$ cat config.mk
export PLATFORM = sky130hd
export DESIGN_NAME = ttrd_cell
export DESIGN_NICKNAME = d
export VERILOG_FILES = /design/src/rtl/ttrd_pkg.sv /design/src/rtl/ttrd_cell.sv
export SDC_FILE = /design/constraint.sdc
export NUM_CORES = 1
export LEC_CHECK = 0
export BUFFER_PORTS_ARGS = -buffer_cell sky130_fd_sc_hd__buf_2
export CORE_AREA = 4 4 243 245
export DETAILED_ROUTE_END_ITERATION = 16
export DIE_AREA = 0 0 247 249
export GPL_TIMING_DRIVEN = 0
export PLACE_DENSITY = 0.46
export REMOVE_ABC_BUFFERS = 1
export SYNTH_ARGS = -nofsm -noshare
export SYNTH_HDL_FRONTEND = slang
export SYNTH_SLANG_ARGS = --single-unit
$ cat constraint.sdc
create_clock -name clk -period 17.4 [get_ports clk]
set_clock_uncertainty 0.1 [all_clocks]
set_input_delay 1.74 -clock clk [delete_from_list [all_inputs] [get_ports clk]]
set_output_delay 1.74 -clock clk [all_outputs]
set_load 0.05 [all_outputs]
$ cat src/rtl/ttrd_pkg.sv
// Shared types and codes for the timed task release dispatcher.
// No dependencies; used by ttrd_cell, the top level and the checker.
package ttrd_pkg;

  localparam int DUE_W   = 63;
  localparam int MASK_W  = 64;
  localparam int TAG_W   = 16;
  localparam int IN_DW   = 272;
  localparam int OUT_DW  = 152;

  // opcodes (in_tuser)
  localparam logic [1:0] OP_INSERT   = 2'd0;
  localparam logic [1:0] OP_DISPATCH = 2'd1;
  localparam logic [1:0] OP_START    = 2'd2;
  localparam logic [1:0] OP_ADVANCE  = 2'd3;

  // result kinds (out_tuser)
  localparam logic [1:0] KIND_DISPATCH = 2'd0;
  localparam logic [1:0] KIND_DONE     = 2'd1;
  localparam logic [1:0] KIND_FULL     = 2'd2;
  localparam logic [1:0] KIND_NONE     = 2'd3;

  // register indexes
  localparam logic [2:0] REG_GROUP_COUNT = 3'd0;
  localparam logic [2:0] REG_KEY0        = 3'd1;
  localparam logic [2:0] REG_KEY1        = 3'd2;
  localparam logic [2:0] REG_KEY2        = 3'd3;
  localparam logic [2:0] REG_KEY3        = 3'd4;
  localparam logic [2:0] REG_MAX_STAGE   = 3'd5;

  // broadcast from the sequencer to every cell
  typedef struct packed {
    logic              wr;        // store new task in the selected cell
    logic              load_rot;  // start a ranking sweep, clear hits
    logic              cmp;       // one ranking step
    logic              mark;      // mark the selected cell as delivered
    logic              remove;    // drop delivered cells
    logic [DUE_W-1:0]  probe;     // due time under test / to store
    logic [DUE_W-1:0]  now;
    logic [MASK_W-1:0] key;
    logic [MASK_W-1:0] stage;
    logic [TAG_W-1:0]  new_tag;
    logic [MASK_W-1:0] new_where;
    logic [MASK_W-1:0] new_stage;
  } cell_ctl_t;

  // status from one cell
  typedef struct packed {
    logic             valid;
    logic             hit;
    logic             sel;     // valid and rank equals the scan rank
    logic             due_le;  // due <= now
    logic             match;   // affinity and stage match
    logic             taken;   // valid and due == probe
    logic [TAG_W-1:0] tag;
    logic [DUE_W-1:0] due;
  } cell_stat_t;

endpackage

$ cat src/rtl/ttrd_cell.sv
// One task slot of the dispatcher chain: holds a task, ranks it against
// the dues rotating past from its neighbor. Depends on ttrd_pkg.
module ttrd_cell #(
  parameter int RW = 3
) (
  input  logic                        clk,
  input  logic                        rst_n,
  input  ttrd_pkg::cell_ctl_t         ctl,
  input  logic                        wr_sel,
  input  logic [RW-1:0]               scan_rank,
  input  logic [ttrd_pkg::DUE_W-1:0]  rot_due_i,
  input  logic                        rot_v_i,
  output logic [ttrd_pkg::DUE_W-1:0]  rot_due_o,
  output logic                        rot_v_o,
  output ttrd_pkg::cell_stat_t        stat
);

  logic                         valid_r;
  logic                         hit_r;
  logic [ttrd_pkg::DUE_W-1:0]   due_r;
  logic [ttrd_pkg::MASK_W-1:0]  where_r;
  logic [ttrd_pkg::MASK_W-1:0]  stg_r;
  logic [ttrd_pkg::TAG_W-1:0]   tag_r;
  logic [ttrd_pkg::DUE_W-1:0]   rot_due_r;
  logic                         rot_v_r;
  logic [RW-1:0]                rank_r;

  always_ff @(posedge clk) begin
    if (!rst_n) begin
      valid_r <= 1'b0;
      hit_r   <= 1'b0;
      rot_v_r <= 1'b0;
      rank_r  <= '0;
    end else begin
      if (ctl.wr && wr_sel) begin
        valid_r <= 1'b1;
      end else if (ctl.remove && hit_r) begin
        valid_r <= 1'b0;
      end
      if (ctl.load_rot || ctl.remove) begin
        hit_r <= 1'b0;
      end else if (ctl.mark && stat.sel) begin
        hit_r <= 1'b1;
      end
      if (ctl.load_rot) begin
        rot_v_r <= valid_r;
        rank_r  <= '0;
      end else if (ctl.cmp) begin
        rot_v_r <= rot_v_i;
        if (rot_v_i && valid_r && (rot_due_i < due_r)) begin
          rank_r <= rank_r + RW'(1);
        end
      end
    end
  end

  always_ff @(posedge clk) begin
    if (ctl.wr && wr_sel) begin
      due_r   <= ctl.probe;
      where_r <= ctl.new_where;
      stg_r   <= ctl.new_stage;
      tag_r   <= ctl.new_tag;
    end
    if (ctl.load_rot) begin
      rot_due_r <= due_r;
    end else if (ctl.cmp) begin
      rot_due_r <= rot_due_i;
    end
  end

  assign rot_due_o = rot_due_r;
  assign rot_v_o   = rot_v_r;

  always_comb begin
    stat.valid  = valid_r;
    stat.hit    = hit_r;
    stat.sel    = valid_r && (rank_r == scan_rank);
    stat.due_le = (due_r <= ctl.now);
    // a zero current stage passes every task on the stage check
    stat.match  = ((where_r == '0) || ((where_r & ctl.key) != '0)) &&
                  ((ctl.stage == '0) || (stg_r == '0) || ((stg_r & ctl.stage) != '0));
    stat.taken  = valid_r && (due_r == ctl.probe);
    stat.tag    = tag_r;
    stat.due    = due_r;
  end

endmodule

==> impl_metrics.yaml <==
clocking:
  path_clk_slew_ps: 60
  cts-buffers-inserted: 37
  ctsResizeCount: 0
  post_cts_buffers: 0
  cts_tree: "yes"
  htreeDepth: 2
  cts_hold_buf: 0
  cts-root-buf: "clkbuf_16"
  clkLatencyLatePin_ps: 550
  clkSinkCount: 276
  cts_buffer_depth: 3
floorplanning:
  die_x_um: 247
  rows: 88
  start_util: 0.246
  die_area_um2: 61500
  fp.dieH_um: 249
  io_pins: 622
  core-area_um2: 57100
sta:
  rsz0062_at_grt: "false"
  min_period_over_period: 0.380
  setup_tns_ps: 0
  finalSetupViolations: 0
  final_max_slew_viol_count: 0
  min_period_ps: 6620
  clock.fmax_mhz: 151
  hold_violations: 0
  max-slew-margin-rel: 0.368
  worst_pin_slew_ps: 939
critical_path:
  crit_start: "ctl[333]"
  crit-reg2reg-launch: "due_r[35]$_DFFE_PP_"
  end_kind: "output port"
  setup.worst_path.start_class: "primary input"
  arrival_ps: 4780
  path_class: "primary input to output port"
  required_ps: 15560
  critical_path.endpoint: "stat[81]"
  crit_fanout: 2
  reg2reg_to: "rank_r[1]$_SDFFE_PP0P_"
  reg2reg_setup_slack_ps: 14300
  r2r_cells: 9
global_route:
  grt_overflow: 0
  grt_max_degree: 65
  grt_pass1_wl_mm: 87.3
  antenna_found_initial: 23
  grt_pass1_vias: 12500
  grt_usage: 0.195
drt:
  drt_iter0_drc: 483
  drc: 0
  post_drt_wl_per_cell_um: 25.0
  drt-met1-wl_mm: 24.2
  top_layer: "met5"
  drt_pre_antenna_iters: 4
  wl_met2_mm: 31.9
  via_count: 11800
  routed_wl_mm: 62.7
  ant_nets: 0
  wl_met3_mm: 5.12
  routed_via_density: 4.68
logic_synthesis:
  yosysWarnings: 0
  syn_inst: 1053
  syn_area_um2: 14000
  yosysTopAreaCell: "edfxtp_1"
  synth-edff-count: 270
  synth_cell_types: 50
  async_flop_share: 0
  synth_seq_cells: 276
  synth.top_cell.area_share: 0.578
  syn_avg_cell_area_um2: 13.3
  synth_ff_type: "edfxtp_1"
  ys_seq_area_frac: 0.586
  synthTopCellsByArea: "edfxtp_1 58%, ha_1 11%, mux2_2 5.1%"
power_and_ir_drop:
  internal_power_w: 0.00140
  peakVddDrop_mv: 0.0683
  powerDensity_nw_per_um2: 101
  power.share.clock: 0.403
  sequentialPowerShare: 0.421
  p_leak_nw: 8.54
  p_sw_frac: 0.290
  p_sw_w: 0.000571
  combPwrFrac: 0.176
placed_design:
  port_buffers: 621
  hpwl_mm: 53.0
  dp.cells: 2435
  gp_congestion: 0.899
final_layout:
  area_growth_pct: 38.7
  drive_above_1_share: 0.429
  n_fill_cell: 5829
  fin_cells: 2513
  nNetsFinal: 2308
job:
  drv_cap: 0
status:
  outcome: "completed"
worst_hold_path:
  hold_class: "register to register"
[kinds of logic after synthesis]
group	after synthesis	share of synthesized area
flops	276	0.586
xor+xnor	49	0.0306
fa+ha+maj	126	0.112
mux	67	0.0534
buf+inv	141	0.0382
simple gates	202	0.0828
compound gates	192	0.0964
[routing by layer]
| metal | track usage | up-vias |
|---|---|---|
| li1 | - | 5470 |
| met3 | 0.0587 | 100 |
| met4 | 0.0511 | 20 |
| met5 | 0 | - |
| met1 | 0.222 | 5691 |
| met2 | 0.354 | 479 |
[final cells by class]
| class | count | area [µm²] | share of cell area |
|---|---|---|---|
| clock buffer | 43 | 970 | 0.0498 |
| timing repair buffer | 626 | 3240 | 0.166 |
| multi-input combinational | 636 | 5280 | 0.271 |
| clock inverter | 23 | 272 | 0.0139 |
| tap | 765 | 957 | 0.0492 |
| antenna | 12 | 30.0 | 0.00154 |
| sequential | 276 | 8230 | 0.423 |
| inverter | 132 | 495 | 0.0255 |
[sequential cells by signal, indices dropped and copies added, names as in the netlist]
| register | flops |
|---|---|
| stg_r | 64 |
| where_r | 64 |
| due_r | 63 |
| rot_due_o | 63 |
| tag_r | 16 |
| rank_r | 3 |
| hit_r | 1 |
| rot_v_o | 1 |
| valid_r | 1 |
[synth_stat cells, types with 6 or more instances]
master    count
edfxtp_1    270
inv_1       132
ha_1        126
nor4_1       65
mux2_2       63
nand4_1      49
a21oi_1      45
nand2_1      35
xor2_1       35
a221oi_1     33
a22o_1       26
o21ai_0      22
a21o_1       15
a22oi_1      15
xnor2_1      14
nor2_1       12
nand3_1      10
o22ai_1       8
dfxtp_1       6
nor3_1        6
[placed cells by master, fill, tap and decap left out, types with 10 or more instances in the layout]
master / netlist / layout
o21ai_0: 22 / 22
clkinv_1: 0 / 10
a21oi_1: 45 / 45
mux2_2: 63 / 63
ha_1: 126 / 126
buf_2: 0 / 620
a221oi_1: 33 / 33
nor4_1: 65 / 65
a22oi_1: 15 / 15
nand4_1: 49 / 49
clkbuf_16: 0 / 38
nand2_1: 35 / 35
inv_1: 132 / 132
a21o_1: 15 / 15
xnor2_1: 14 / 14
diode_2: 0 / 12
nand3_1: 10 / 10
edfxtp_1: 270 / 270
xor2_1: 35 / 35
a22o_1: 26 / 26
nor2_1: 12 / 12
[stage by stage]
step / total power (W) / setup WS, ps / utilization / hold slack [ps] / cell area, µm²
floorplan: 0.00103 / 10260 / - / 358 / 14000
finish: 0.00197 / 10780 / 0.341 / 405 / 19500
CTS: 0.00200 / 10700 / 0.340 / 413 / 19400
detailed placement: 0.00119 / 10700 / 0.318 / 401 / 18200
global placement: 0.00119 / 7480 / 0.316 / 389 / 18100
global route: 0.00205 / 10610 / 0.340 / 453 / 19400
[critical path, stage by stage]
cell and delay [ps]:
buf_2 80, inv_1 40, ha_1 290, nand4_1 170, or4_1 550, or3_1 490
or3_4 460, nor4_4 390, nand3_1 140, o41ai_1 90, buf_2 350
[worst min-delay path by stage]
stage                                       from                     end  slack [ps]  depth (start not counted)
after global routing      rank_r[2]$_SDFFE_PP0P_  rank_r[2]$_SDFFE_PP0P_         450                          2
final                     rank_r[1]$_SDFFE_PP0P_  rank_r[1]$_SDFFE_PP0P_         410                          2
after CTS                 rank_r[1]$_SDFFE_PP0P_  rank_r[1]$_SDFFE_PP0P_         410                          2
after detailed placement  rank_r[1]$_SDFFE_PP0P_  rank_r[1]$_SDFFE_PP0P_         400                          2
after floorplan           rank_r[2]$_SDFFE_PP0P_  rank_r[2]$_SDFFE_PP0P_         360                          2
after global placement    rank_r[1]$_SDFFE_PP0P_  rank_r[1]$_SDFFE_PP0P_         390                          2
[power by group through the flow]
stage          registers [W]  clock network, W  logic, W
3_5_place_dp        0.000843                 0  0.000349
5_1_grt             0.000834          0.000838  0.000375
6_report            0.000828          0.000792  0.000346
2_1_floorplan       0.000924                 0  0.000105
4_1_cts             0.000830          0.000815  0.000351
3_3_place_gp        0.000850                 0  0.000343
Power figures use the tool's default switching activity.
